File: src/rtl/hgs_pkg.sv
`default_nettype none

package hgs_pkg;

  // Default store depth in pixels.
  localparam int PixelDepth = 65536;

  // Stream and register port widths.
  localparam int InDataW  = 72;
  localparam int OutDataW = 32;
  localparam int ApbAddrW = 5;
  localparam int ApbDataW = 32;
  localparam int PixelW   = 24;

  // Brightness normalization: v = floor((s * 65536 + 382) / 765).
  // The division uses the rounded-up reciprocal of 2^36 / 765, which gives the
  // exact quotient for every numerator below 2^27.
  localparam int     NormDiv   = 765;
  localparam int     NormRound = 382;
  localparam int     NormShift = 36;
  localparam longint NormRecip = ((longint'(1) << NormShift) + NormDiv - 1) / NormDiv;

  // Register reset values.
  localparam logic [15:0]        ResetWidth  = 16'd256;
  localparam logic [15:0]        ResetHeight = 16'd256;
  localparam logic [31:0]        ResetStep   = 32'h0001_0000;
  localparam logic signed [31:0] ResetBase   = 32'sd0;
  localparam logic signed [31:0] ResetScale  = 32'sh0001_0000;

  typedef enum logic [2:0] {
    REG_RASTER_WIDTH  = 3'd0,
    REG_RASTER_HEIGHT = 3'd1,
    REG_COLUMN_STEP   = 3'd2,
    REG_ROW_STEP      = 3'd3,
    REG_HEIGHT_BASE   = 3'd4,
    REG_HEIGHT_SCALE  = 3'd5,
    REG_CUBIC_MODE    = 3'd6
  } reg_idx_t;

  typedef enum logic {
    MODE_WRITE  = 1'b0,
    MODE_SAMPLE = 1'b1
  } mode_t;

  typedef struct packed {
    logic [15:0] width;
    logic [15:0] height;
    logic [31:0] col_step;
    logic [31:0] row_step;
  } geom_cfg_t;

  typedef struct packed {
    logic               cubic;
    logic signed [31:0] scale;
    logic signed [31:0] base;
  } level_cfg_t;

  typedef struct packed {
    logic done;
    logic error;
  } idx_status_t;

  typedef enum logic [2:0] {
    ST_IDLE,
    ST_INDEX,
    ST_READ,
    ST_LEVEL,
    ST_OUT
  } top_state_t;

  typedef enum logic [2:0] {
    LV_IDLE,
    LV_RECIP,
    LV_FIX,
    LV_SQUARE,
    LV_CUBE,
    LV_SCALE,
    LV_SUM,
    LV_DONE
  } level_state_t;

endpackage

`default_nettype wire

File: src/rtl/hgs_index.sv
`default_nettype none

module hgs_index #(
  parameter int PIXEL_DEPTH = hgs_pkg::PixelDepth
) (
  input  wire logic                           clk,
  input  wire logic                           rst,
  input  wire logic                           start,
  input  wire logic [15:0]                    col,
  input  wire logic [15:0]                    row,
  input  wire hgs_pkg::geom_cfg_t             cfg,
  output hgs_pkg::idx_status_t                status,
  output logic [$clog2(PIXEL_DEPTH)-1:0]      addr
);

  localparam int AW = $clog2(PIXEL_DEPTH);

  logic               v1, v2, v3;
  logic               err_q;
  logic [31:0]        x_q, y_q;
  logic signed [50:0] prod_q;

  logic [47:0]        x_prod, y_prod;
  logic signed [33:0] dy;
  logic signed [50:0] idx_sum;

  // Stage one: grid point to pixel column and row.
  assign x_prod = 48'(col) * 48'(cfg.col_step);
  assign y_prod = 48'(row) * 48'(cfg.row_step);

  // Stage two: rows are stored bottom-up.
  assign dy = $signed({18'd0, cfg.height}) - 34'sd1 - $signed({2'd0, y_q});

  // Stage three: linear index and range check.
  assign idx_sum = prod_q + $signed({19'd0, x_q});

  always_ff @(posedge clk) begin
    if (rst) begin
      v1 <= 1'b0;
      v2 <= 1'b0;
      v3 <= 1'b0;
    end else begin
      v1 <= start;
      v2 <= v1;
      v3 <= v2;
    end
  end

  always_ff @(posedge clk) begin
    if (start) begin
      x_q <= x_prod[47:16];
      y_q <= y_prod[47:16];
    end
    if (v1) begin
      prod_q <= dy * $signed({1'b0, cfg.width});
    end
    if (v2) begin
      err_q <= idx_sum[50] || (idx_sum >= $signed(51'(PIXEL_DEPTH)));
      addr  <= idx_sum[AW-1:0];
    end
  end

  assign status.done  = v3;
  assign status.error = err_q;

endmodule

`default_nettype wire

File: config.mk
export PLATFORM = sky130hd
export DESIGN_NAME = hgs_index
export DESIGN_NICKNAME = d
export VERILOG_FILES = /design/src/rtl/hgs_pkg.sv /design/src/rtl/hgs_index.sv
export SDC_FILE = /design/constraint.sdc
export NUM_CORES = 2
export LEC_CHECK = 0
export ABC_AREA = 1
export BUFFER_PORTS_ARGS = -buffer_cell sky130_fd_sc_hd__buf_4
export CAP_MARGIN = 20
export CORE_UTILIZATION = 50
export CTS_CLUSTER_SIZE = 14
export DETAILED_ROUTE_END_ITERATION = 10
export PLACE_DENSITY = 0.68
export RECOVER_POWER = 50
export SYNTH_ARGS = -nofsm -noshare
export SYNTH_HDL_FRONTEND = slang
export SYNTH_SLANG_ARGS = --single-unit
File: constraint.sdc
create_clock -name clk -period 25.9 [get_ports clk]
set_input_delay 7.77 -clock clk [delete_from_list [all_inputs] [get_ports clk]]
set_output_delay 7.77 -clock clk [all_outputs]
set_load 0.1 [all_outputs]
# == Word level (Yosys, flattened, before mapping) ==
# Cells that the tools add are included.
# totals
in_bits,131
ff_bits,135
# classes
n_addsub,3
n_lt_le_gt_ge,1
reduce_logical,1
mul,3
# ops
op,n
$mul 16x32->48,2
$add 51x33->51,1
$ge 51x18->1 const B,1
$mul 34x17->51,1
$sub 17x33->34,1
$sub 16x1->17 const B,1
$logic_or 1x1->1,1

# == Longest topological paths before layout ==
# depth
word_depth,3
ltp_mapped,51
mapped_depth_nobuf,51

# == Worst setup path before layout ==
# OpenSTA, ideal clock, no wires.
# synth_timing
path_kind,in2reg
from,input port cfg[64] in the netlist's numbering
to,"register prod_q[50], data pin"
required_ns,25.648
stages,39
setup_ns,0.252
arrival_time_ns,16.072
path_slack_ns,9.576
cell_sequence,inv_1 > ha_1 > nand2_1 > nor2_1 > nand3b_1 > nor2_1 > inv_1 > nor3_1 > nand3_1 > inv_1 > ha_1 > a21o_1 > a31o_2 > a21boi_1 > nor2_1 > nor2_1 > nand2_2 > nand2_1 > (+3 left out) > fa_1 > buf_1 > inv_1 > fa_1 > fa_1 > fa_1 > fa_1 > inv_1 > ha_1 > nand2_1 > nor3_1 > inv_1 > nor2_1 > inv_1 > nor3_1 > or3b_1 > nand3b_1 > nand2_1
# synth_via
elab_chain_cells,3
# synth_lines
item,line_no,rtl
"start, declared",hgs_index.sv:11,"input wire hgs_pkg::geom_cfg_t cfg,"
$sub 16x1->17,hgs_index.sv:32,"assign dy = $signed({18'd0, cfg.height}) - 34'sd1 - $signed({2'd0, y_q});"
$sub 17x33->34,hgs_index.sv:32,
$mul 34x17->51,hgs_index.sv:55,"prod_q <= dy * $signed({1'b0, cfg.width});"
"end signal, assigned",hgs_index.sv:55,
"end, declared",hgs_index.sv:21,logic signed [50:0] prod_q;
# Every way passes these cells.
# A chain may end at the register's enable or synchronous reset.

# == Final worst setup path ==
# layout_timing
from,input port cfg[64] in the netlist's numbering
to,"register prod_q[42], data pin"
# The elaborated chain is that of the path after synthesis.

==> flow_metrics.py <==
metrics = {
    "worst_setup_path": {
        "crit_top_cell": "inv_1",
        "critical-path-max-stage-delay_ns": 0.86,
        "critPathMaxFanout": 16,
        "critPathCaptureType": "flop",
        "setup.worst_path.class": "input pin to flop",
        "timing.critical_path.from_type": "input pin",
        "arrival_time_at_the_worst_endpoint_ns": 17.72,
        "crit_required_ns": 26.14,
        "cp_slowest_cell": "xnor2_2",
    },
    "clock_network": {
        "cts_made_buffers": 17,
        "tritoncts_clock_tree": "yes",
        "cts_hold_buffers": 0,
        "cts.root.buffer_cell": "clkbuf_16",
        "clock_latency_ns": 0.47,
        "post_cts_buffers": 0,
        "cts.repair.resized": 0,
        "cts_max_path_buffers": 2,
        "h-tree-depth": 4,
        "cts.sinks": 135,
        "cts.clk_slew.worst_paths_ns": 0.08,
    },
    "synthesis": {
        "post_synth_and_or_nand_nor_area_fraction_pct": 19.6,
        "predominant_post_synthesis_flop_cell": "edfxtp_1",
        "synth_area_mm2": 0.0621,
        "synthesis.instances": 8038,
        "yosys_register_bits": 135,
        "synth_xor_area_share_pct": 2.34,
        "yosysUniqueCellTypes": 61,
        "combinational_family_with_the_most_area_after_synthesis": "adder cells",
        "synth_enable_flop_cells": 132,
        "yosysSeqAreaShare_pct": 6.48,
        "synth.avg_cell_area_um2": 7.72,
        "complex_gate_fraction_of_the_synthesized_area_pct": 4.53,
        "ys_warn_count": 0,
        "synth_fa_ha_area_share_pct": 52.0,
        "synthMuxAreaShare_pct": 0,
        "synth.net_count": 9939,
        "synth_async_sr_flop_share_pct": 0,
    },
    "detailed_routing": {
        "route.detailed.drc": 0,
        "vias_per_cell": 5.30,
        "detail_route.iter0.violations": 3468,
        "route.met2.wl_mm": 87.1,
        "finalWirelength_mm": 182,
        "num_vias": 50700,
        "top_layer": "met5",
        "drt_first_pass_iters": 6,
        "final_antenna_net_count": 0,
        "wl_met3_mm": 14.0,
        "m1_wl_mm": 74.7,
        "detail_route.wl_per_cell_um": 19.0,
    },
    "timing": {
        "fmaxAchievable_mhz": 57.2,
        "worst_slew_margin_relative_to_its_limit_pct": -185,
        "final.min_clock_period_ns": 17.48,
        "hold_viol": 0,
        "grt_setup_unrepaired": "no",
        "setup_total_negative_slack_ns": 0,
        "total_count_of_max_transition_violations_in_the_final_report": 119,
        "worst-slew-pin-transition_ns": 4.27,
        "final_cycle_utilization_of_the_critical_path_pct": 67.5,
        "timing.final.setup_violations": 0,
        "timing.clock.skew_ns": 0.0273,
    },
    "placed_design": {
        "gp_congestion": 0.980,
        "port_buffer_count": 148,
        "hpwlAfterDp_mm": 150,
    },
    "status": {
        "run_status": "finished with violations",
        "failing_checks": "capacitance limit, slew limit",
    },
    "floorplanning": {
        "i_o_pin_count": 149,
        "initial_core_util_pct": 50.6,
        "dieWidth_um": 354,
        "fp.dieArea_mm2": 0.126,
        "chipHeight_um": 354,
        "core_region_area_mm2": 0.123,
        "fp-row-count": 128,
    },
    "worst_hold_path": {
        "hold_path_class": "flop to flop",
    },
    "layout": {
        "multiInputGateArea_mm2": 0.0487,
        "final_cell_mix": "inv_1, nand2_1, fa_1",
        "share_of_layout_cells_above_drive_strength_1_pct": 4.13,
        "fillCellCount": 11800,
        "final_nets": 9828,
        "areaGrowthSynthToFinish_pct": 4.42,
        "most_common_cell_after_layout_fill_and_taps_aside": "inv_1",
        "ff_latch_area_mm2": 0.00403,
    },
    "global_route": {
        "track_usage_pct": 29.9,
        "vias_in_the_first_global_route": 54500,
        "grt_remaining_overflow": 0,
        "global_route_wire_length_before_repair_mm": 293,
        "grt_start_max_net_pins": 66,
        "antenna_found_initial": 3,
    },
    "job": {
        "maxCapViolCount": 2,
    },
}
[routing by layer]
layer	GRT usage, %	vias to the layer above
li1	-	23000
met1	39.3	25200
met2	50.7	2037
met3	4.22	374
met4	9.88	2
met5	0	-
[sequential cells by signal, indices dropped and copies added (netlist names)]
register,flops
v3,1
x_q,32
addr,16
v2,1
err_q,1
v1,1
y_q,32
prod_q,51
[stage by stage]
stage	instance area [um2]	instances	hold slack [ns]	setup WS, ns	utilization [%]
after floorplan	62100	8038	0.513	9.58	-
after global placement	64200	9533	0.525	8.08	52.4
after detailed placement	64200	9533	0.543	8.07	52.4
after CTS	64800	9565	0.571	8.55	52.9
after global routing	64800	9565	0.579	7.53	52.9
final	64800	9568	0.563	8.42	52.9
[area by class of cell]
| class | count | share of cell area [%] |
|---|---|---|
| Tap cell | 1625 | 3.14 |
| Clock inverter | 15 | 0.278 |
| Sequential cell | 135 | 6.21 |
| Antenna cell | 3 | 0.0116 |
| Timing Repair Buffer | 165 | 1.89 |
| Inverter | 2181 | 12.6 |
| Multi-Input combinational cell | 5427 | 75.2 |
| Clock buffer | 17 | 0.656 |
[critical path, delay by kind of cell]
kind / cells / cell delay [ns]
xor gates and xnor gates: 2 / 1.17
buffers and inverters: 9 / 1.04
AOI/OAI and AO/OA: 4 / 0.95
and+or+nand+nor: 14 / 2.63
adders and majority gates: 9 / 4.09
[final timing paths]
| kind | start | end | slack [ns] | cells after the start |
|---|---|---|---|---|
| worst max register to register | y_q[0] | prod_q[29] | 17.17 | 33 |
| worst max-delay path | cfg[64] | prod_q[42] | 8.42 | 38 |
| worst min-delay path | prod_q[0] | addr[0] | 0.56 | 1 |
| worst min register to register | prod_q[0] | addr[0] | 0.56 | 1 |
[Yosys cell counts (50+ instances only)]
cell      number  share of area, %
nand3_1      186               1.5
xnor2_1       51              0.72
o21ai_0      117              0.94
fa_1        1347                43
xor2_1       113               1.6
ha_1         423               8.5
inv_1       2166                13
clkbuf_1     274               1.7
nor2_1       558               3.4
a31oi_1       50              0.50
nand2_1     2029                12
edfxtp_1     132               6.4
a21oi_1      226               1.8
[cell families after synthesis]
kind of cell,after synthesis
adders and majority gates,1770
DFF,135
buffers and inverters,2476
and+or+nand+nor,2995
xor gates and xnor gates,165
AOI/OAI and AO/OA,497
Power is not shown: default switching activity piles up to over one toggle a cycle in this logic, so the estimate is an artifact.
