### src/rtl/hgs_pkg.sv
`default_nettype none

package hgs_pkg;

  // Default store depth in pixels.
  localparam int PixelDepth = 65536;

  // Stream and register port widths.
  localparam int InDataW  = 72;
  localparam int OutDataW = 32;
  localparam int ApbAddrW = 5;
  localparam int ApbDataW = 32;
  localparam int PixelW   = 24;

  // Brightness normalization: v = floor((s * 65536 + 382) / 765).
  // The division uses the rounded-up reciprocal of 2^36 / 765, which gives the
  // exact quotient for every numerator below 2^27.
  localparam int     NormDiv   = 765;
  localparam int     NormRound = 382;
  localparam int     NormShift = 36;
  localparam longint NormRecip = ((longint'(1) << NormShift) + NormDiv - 1) / NormDiv;

  // Register reset values.
  localparam logic [15:0]        ResetWidth  = 16'd256;
  localparam logic [15:0]        ResetHeight = 16'd256;
  localparam logic [31:0]        ResetStep   = 32'h0001_0000;
  localparam logic signed [31:0] ResetBase   = 32'sd0;
  localparam logic signed [31:0] ResetScale  = 32'sh0001_0000;

  typedef enum logic [2:0] {
    REG_RASTER_WIDTH  = 3'd0,
    REG_RASTER_HEIGHT = 3'd1,
    REG_COLUMN_STEP   = 3'd2,
    REG_ROW_STEP      = 3'd3,
    REG_HEIGHT_BASE   = 3'd4,
    REG_HEIGHT_SCALE  = 3'd5,
    REG_CUBIC_MODE    = 3'd6
  } reg_idx_t;

  typedef enum logic {
    MODE_WRITE  = 1'b0,
    MODE_SAMPLE = 1'b1
  } mode_t;

  typedef struct packed {
    logic [15:0] width;
    logic [15:0] height;
    logic [31:0] col_step;
    logic [31:0] row_step;
  } geom_cfg_t;

  typedef struct packed {
    logic               cubic;
    logic signed [31:0] scale;
    logic signed [31:0] base;
  } level_cfg_t;

  typedef struct packed {
    logic done;
    logic error;
  } idx_status_t;

  typedef enum logic [2:0] {
    ST_IDLE,
    ST_INDEX,
    ST_READ,
    ST_LEVEL,
    ST_OUT
  } top_state_t;

  typedef enum logic [2:0] {
    LV_IDLE,
    LV_RECIP,
    LV_FIX,
    LV_SQUARE,
    LV_CUBE,
    LV_SCALE,
    LV_SUM,
    LV_DONE
  } level_state_t;

endpackage

`default_nettype wire

### src/rtl/hgs_level.sv
`default_nettype none

module hgs_level (
  input  wire logic                      clk,
  input  wire logic                      rst,
  input  wire logic                      start,
  input  wire logic [hgs_pkg::PixelW-1:0] pixel,
  input  wire hgs_pkg::level_cfg_t       cfg,
  output logic                           done,
  output logic signed [31:0]             height
);

  localparam logic [50:0] CubeRound = 51'h0_8000_0000;

  hgs_pkg::level_state_t state, state_next;

  logic [9:0]         sum_q;
  logic [16:0]        q_q;
  logic [16:0]        v_q;
  logic [33:0]        sq_q;
  logic signed [49:0] p_q;

  logic [25:0]        num;
  logic [52:0]        recip_prod;
  logic [16:0]        q_inc;
  logic [26:0]        q_chk;
  logic [50:0]        cube;
  logic [50:0]        cube_rnd;
  logic signed [49:0] p_rnd;
  logic signed [34:0] h_sum;
  logic signed [31:0] h_sat;

  assign num        = {sum_q, 16'd0} + 26'(hgs_pkg::NormRound);
  assign recip_prod = 53'(num) * 53'(hgs_pkg::NormRecip);
  assign q_inc      = q_q + 17'd1;
  assign q_chk      = 27'(q_inc) * 27'(hgs_pkg::NormDiv);
  assign cube       = 51'(sq_q) * 51'(v_q);
  assign cube_rnd   = cube + CubeRound;

  // Round half up on the 16 dropped fraction bits, then add the offset.
  assign p_rnd = p_q + 50'sd32768;
  assign h_sum = $signed(35'(p_rnd >>> 16)) + $signed(35'(cfg.base));

  always_comb begin
    if (!h_sum[34] && (h_sum[33:31] != 3'b000)) begin
      h_sat = 32'sh7FFF_FFFF;
    end else if (h_sum[34] && (h_sum[33:31] != 3'b111)) begin
      h_sat = 32'sh8000_0000;
    end else begin
      h_sat = h_sum[31:0];
    end
  end

  always_comb begin
    state_next = state;
    unique case (state)
      hgs_pkg::LV_IDLE:   if (start) state_next = hgs_pkg::LV_RECIP;
      hgs_pkg::LV_RECIP:  state_next = hgs_pkg::LV_FIX;
      hgs_pkg::LV_FIX: begin
        state_next = cfg.cubic ? hgs_pkg::LV_SQUARE : hgs_pkg::LV_SCALE;
      end
      hgs_pkg::LV_SQUARE: state_next = hgs_pkg::LV_CUBE;
      hgs_pkg::LV_CUBE:   state_next = hgs_pkg::LV_SCALE;
      hgs_pkg::LV_SCALE:  state_next = hgs_pkg::LV_SUM;
      hgs_pkg::LV_SUM:    state_next = hgs_pkg::LV_DONE;
      hgs_pkg::LV_DONE:   state_next = hgs_pkg::LV_IDLE;
      default:            state_next = hgs_pkg::LV_IDLE;
    endcase
  end

  always_comb begin
    done = (state == hgs_pkg::LV_DONE);
  end

  always_ff @(posedge clk) begin
    if (rst) begin
      state <= hgs_pkg::LV_IDLE;
    end else begin
      state <= state_next;
    end
  end

  always_ff @(posedge clk) begin
    unique case (state)
      hgs_pkg::LV_IDLE: begin
        if (start) begin
          sum_q <= 10'(pixel[23:16]) + 10'(pixel[15:8]) + 10'(pixel[7:0]);
        end
      end
      hgs_pkg::LV_RECIP: q_q <= recip_prod[hgs_pkg::NormShift +: 17];
      hgs_pkg::LV_FIX: begin
        // Take one more if the remainder still reaches the divisor.
        v_q <= ({1'b0, num} >= q_chk) ? q_inc : q_q;
      end
      hgs_pkg::LV_SQUARE: sq_q <= 34'(v_q) * 34'(v_q);
      hgs_pkg::LV_CUBE:   v_q <= cube_rnd[48:32];
      hgs_pkg::LV_SCALE:  p_q <= $signed({1'b0, v_q}) * cfg.scale;
      hgs_pkg::LV_SUM:    height <= h_sat;
      hgs_pkg::LV_DONE: begin
      end
      default: begin
      end
    endcase
  end

endmodule

`default_nettype wire

### config.mk
export PLATFORM = sky130hd
export DESIGN_NAME = hgs_level
export DESIGN_NICKNAME = d
export VERILOG_FILES = /design/src/rtl/hgs_pkg.sv /design/src/rtl/hgs_level.sv
export SDC_FILE = /design/constraint.sdc
export NUM_CORES = 2
export LEC_CHECK = 0
export BUFFER_PORTS_ARGS = -buffer_cell sky130_fd_sc_hd__buf_2
export CELL_PAD_IN_SITES_DETAIL_PLACEMENT = 0
export CELL_PAD_IN_SITES_GLOBAL_PLACEMENT = 1
export CORE_MARGIN = 2
export CORE_UTILIZATION = 34
export CTS_CLUSTER_DIAMETER = 60
export DETAILED_ROUTE_END_ITERATION = 16
export PLACE_DENSITY = 0.67
export SLEW_MARGIN = 25
export SYNTH_ARGS = -nofsm -noshare
export SYNTH_HDL_FRONTEND = slang
export SYNTH_SLANG_ARGS = --single-unit
### constraint.sdc
create_clock -name clk -period 13.5 [get_ports clk]
set_input_delay 2.7 -clock clk [delete_from_list [all_inputs] [get_ports clk]]
set_output_delay 2.7 -clock clk [all_outputs]
set_load 0.03 [all_outputs]
* Word-level counts from Yosys, hierarchy flattened
Index checks and enable logic that the tools add are counted.
** Word-level totals
- Bits in registers :: 163
- Input port bits :: 92
** Cells by class
- Add/sub/neg operators :: 7
- Multiply operators :: 5
- Order comparisons :: 1
- Eq/ne operators :: 9
- Mux-type cells :: 6
- Reduce and logical (&&, ||, !) cells :: 7
** Operators by type and width (number)
- multiplier 26 x 26 -> 52 bit (second input constant) :: 1
- adder 50 x 17 -> 50 bit (second input constant) :: 1
- multiplier 18 x 32 -> 50 bit :: 1
- adder 49 x 32 -> 49 bit (second input constant) :: 1
- multiplier 34 x 17 -> 49 bit :: 1
- adder 34 x 32 -> 35 bit :: 1
- multiplier 17 x 17 -> 34 bit :: 1
- one-hot mux 17 bit (2 select lines) :: 1
- 2-to-1 mux 32 bit :: 1
- >= comparator 26 x 27 -> 1 bit :: 1
- multiplier 17 x 10 -> 27 bit (second input constant) :: 1
- adder 26 x 9 -> 26 bit (second input constant) :: 1
- one-hot mux 3 bit (8 select lines) :: 1
- adder 17 x 1 -> 17 bit (second input constant) :: 1
- 2-to-1 mux 17 bit :: 1
- equality test 3 bit (second input constant) :: 4
- adder 9 x 8 -> 10 bit :: 1
- adder 8 x 8 -> 9 bit :: 1
- equality test 3 x 2 -> 1 bit (second input constant) :: 2
- 2-to-1 mux 3 bit :: 2
- equality test 3 x 1 -> 1 bit (second input constant) :: 1
- logical NOT 3 bit :: 1
- != test 3 bit (second input constant) :: 1
- nonzero test 3 bit :: 1
- 5 further kinds :: 6

* Logic depth before layout (Yosys ltp)
- Depth in word-level cells :: 5
- Depth in mapped cells :: 40
- Depth with buffers taken out :: 38

* Worst setup path before layout
Ideal clock, no wire load.
- Path kind :: register to register
- From :: register q_q[1]
- To :: register v_q[6], data pin
- Library setup time :: 272 ps
- Data arrival time :: 9011 ps
- Data required time :: 13228 ps
- Setup slack :: 4217 ps
- Stages on the path, launching flop included :: 40
- Buffers on the path :: 2
- Cells stage by stage :: edfxtp_1 ha_1 nand3_1 nor2_1 and3_1 and3_1 clkbuf_1 nand3_1 xnor2_1 ha_1 inv_1 fa_1 inv_1 fa_1 fa_1 inv_1 fa_1 inv_1 [... 4 more ...] a311o_1 a21boi_0 o21ai_0 nand2b_1 a21oi_1 xor2_1 ha_1 nand2_1 a2111o_1 a221o_1 a2111oi_2 o2111ai_1 o31a_1 nor4_4 buf_6 nand2_1 xor2_1 mux2i_1
** On the way
- Longest elaborated chain between the ends :: 5
** Ends and longest elaborated chain
- start, declared :: RTL line hgs_level.sv:18 : logic [16:0] q_q;
- start signal, assigned :: RTL line hgs_level.sv:90 : hgs_pkg::LV_RECIP: q_q <= recip_prod[hgs_pkg::NormShift +: 17];
- adder 17 x 1 -> 17 bit * :: RTL line hgs_level.sv:35 : assign q_inc = q_q + 17'd1;
- multiplier 17 x 10 -> 27 bit :: RTL line hgs_level.sv:36 : assign q_chk = 27'(q_inc) * 27'(hgs_pkg::NormDiv);
- >= comparator 26 x 27 -> 1 bit :: RTL line hgs_level.sv:93 : v_q <= ({1'b0, num} >= q_chk) ? q_inc : q_q;
- 2-to-1 mux 17 bit * :: RTL line hgs_level.sv:93
- one-hot mux 17 bit (2 select lines) * :: RTL line hgs_level.sv:84 : unique case (state)
- end signal, assigned :: RTL line hgs_level.sv:93
- end signal, assigned :: RTL line hgs_level.sv:96 : hgs_pkg::LV_CUBE: v_q <= cube_rnd[48:32];
- end, declared :: RTL line hgs_level.sv:19 : logic [16:0] v_q;
Every way passes the cells marked *; elsewhere a longest branch is shown, timed or not.
A chain may end at the register's enable or synchronous reset.

* Worst setup path after layout
- From :: register q_q[0]
- To :: register v_q[13], data pin
Same word-level chain as after synthesis.

==> impl_metrics.toml <==
[detailed_routing]
vias_per_cell = 4.75
detail_route.first_pass.iterations = 7
drt-wirelength-per-cell_um = 17.0
ant_nets = 0
drc_errors = 0
wl_um = 147000
vias = 41074
drt_iter0_markers = 1844

[cts]
clk_latency_ps = 540
cts_setup_buffers = 0
cts_htree_levels = 4
cts_buffer_depth = 2
cts_tree = "built"
cts_sinks = 147
clkTransAtPathRegs_ps = 70
cts_buffers = 17
hold_buffers = 0
postCtsResizedCells = 0
ctsRootBufferMaster = "clkbuf_16"

[grt]
grt_overflow = 0
grt_max_degree = 80
grt_first_pass_wirelength_um = 246000
grt_usage_pct = 17.3
grt_pass1_vias = 45650
antenna_found_initial = 3

[layout]
final_common_cell = "inv_1"
fin_nets = 8367
drive_gt1_share_pct = 3.88
final_cell_mix = "inv_1, fa_1, nand2_1, ha_1, and2_1"
area_delta_synth_final_pct = 6.19

[sta]
fmax_mhz = 93.2
slew_violations = 0
tns_ps = 0
hold_viol = 0
clock_skew_ps = 18.8
finalSetupViolCount = 0
finalCritPeriodShare_pct = 79.5
rsz0062_at_grt = "false"
worst_pin_slew_ps = 1050
fin_crit_ps = 10730
relSlewSlack_pct = 29.2

[die]
dieArea_um2 = 178000
row_count = 153
core-area_um2 = 173000
initial_core_util_pct = 34.2
die_x_um = 421
die_height_um = 421
io_pins = 125

[worst_setup_path]
slowest_delay_ps = 820
path_max_fanout = 18
cp_data_arrival_time_ps = 11000
critical_path_required_ps = 13780
slowest_stage = "nor4_4"
crit_type = "flip-flop to flip-flop"
end_kind = "flip-flop"
crit_path_start_kind = "flip-flop"

[yosys]
ys.flop_type = "edfxtp_1"
yosysWarnings = 0
synthesis.area_um2 = 59300
synth_fa_ha_area_share_pct = 58.3
synth_async_sr_flop_share_pct = 0
synth_seq_area_share_pct = 7.40
yosys.area_share.simple_pct = 13.5
synthMuxAreaShare_pct = 0.103
synth.avg_cell_area_um2 = 9.34
synth_top_family_by_area = "adder cells"
synth.largest_area_cell = "fa_1"
ys_ff_latch = 147
synthTopCellsByArea = "fa_1, ha_1, inv_1, edfxtp_1, nand2_1"
synth_compound_area_share_pct = 5.74
syn_inst = 6346
synthXorXnorAreaFrac_pct = 3.74
synth_cell_type_count = 73
synth_top_area_share_pct = 44.4
synth_edf_count = 144

[outcome]
status = "completed"

[placement]
numPortBuffers = 124
dpl.hpwl_um = 115000
gp_congestion = 0.841

[min_path]
hold_path_class = "flip-flop to flip-flop"

[run]
drv_cap = 0
-- critical path: cells and delay by family (launching register included) --
family	cells	cell delay, ps
adder cells (fa/ha/maj)	7	2930
AO/OA/AOI/OAI	11	2880
AND/OR/NAND/NOR	8	2350
XOR/XNOR	4	1260
flip-flops	1	600
buffers and inverters	4	370
multiplexers	1	80
-- cells by family (layout without fill, tap and decap cells) --
family	after synthesis	after routing
compound gates	521	521
xor+xnor	253	253
fa+ha+maj	1974	1974
buf+inv	1760	1724
flops	147	147
mux	6	6
other cells	2	9
simple gates	1683	1683
-- state kept, by name (all words and copies together) (netlist names) --
signal / count
sq_q: 33
v_q: 17
p_q: 35
height: 32
q_q: 17
state: 3
sum_q: 10
-- per-stage QoR --
step	hold WS [ps]	instances	setup slack [ps]	cell area (um2)	util, %
6_report	671	8642	2770	62900	36.3
3_5_place_dp	645	8607	2740	62300	35.9
3_3_place_gp	633	8606	2840	62300	35.9
4_1_cts	657	8639	2680	62900	36.3
5_1_grt	754	8641	1710	62900	36.3
2_1_floorplan	424	6350	4220	59300	-
-- synth_stat cells, types with 5 or more instances --
cell,number
a211oi_1,19
nand2_1,897
a31o_2,8
a21o_1,90
o2111ai_1,9
a211o_1,6
nor3b_1,5
or2_2,7
a21boi_0,6
inv_1,1510
and4_1,11
o21bai_1,15
a41oi_1,6
and3_1,29
or3_1,10
and2_1,458
edfxtp_1,144
o31ai_1,6
o211ai_1,9
o22ai_1,25
o21a_1,24
a2111oi_0,7
o21ai_1,8
clkbuf_1,240
fa_1,1315
a31oi_1,9
nand4_1,25
a21oi_1,146
nor2b_1,27
nand3_1,48
nor2_1,107
mux2i_1,5
ha_1,659
nor3_1,22
nand2b_1,23
o21ai_0,87
xnor2_1,163
xor2_1,90
-- routing by layer --
metal / global-route usage (%) / vias to the layer above / wire [um]
li1: - / 19013 / -
met1: 23.4 / 21262 / 66500
met2: 30.1 / 692 / 72400
met3: 2.05 / 107 / 5680
met4: 3.02 / 0 / 1910
met5: 0 / - / 0
-- path summary, 6_finish.rpt --
path	start	endpoint	slack [ps]	cells after the start
worst max-delay path	q_q[0]$_DFFE_PP_	v_q[13]$_DFFE_PP_	2770	35
worst min-delay path	state[0]$_SDFFE_PP0P_	state[0]$_SDFFE_PP0P_	670	1
worst max register to register	q_q[0]$_DFFE_PP_	v_q[13]$_DFFE_PP_	2770	35
worst min register to register	state[0]$_SDFFE_PP0P_	state[0]$_SDFFE_PP0P_	670	1
-- final cells by class --
class                      count  area [um2]
inverter                    1516        5690
sequential                   147        4380
tap                         2325        2910
antenna                        3        7.51
multi-input combinational   4443       48300
fill                       17892      111000
clock buffer                  17         425
timing repair buffer         176        1040
clock inverter                15         143
Power is left out: the tool's default activity adds up to more than one toggle a clock period on the data nets, which glitch-free logic cannot reach.
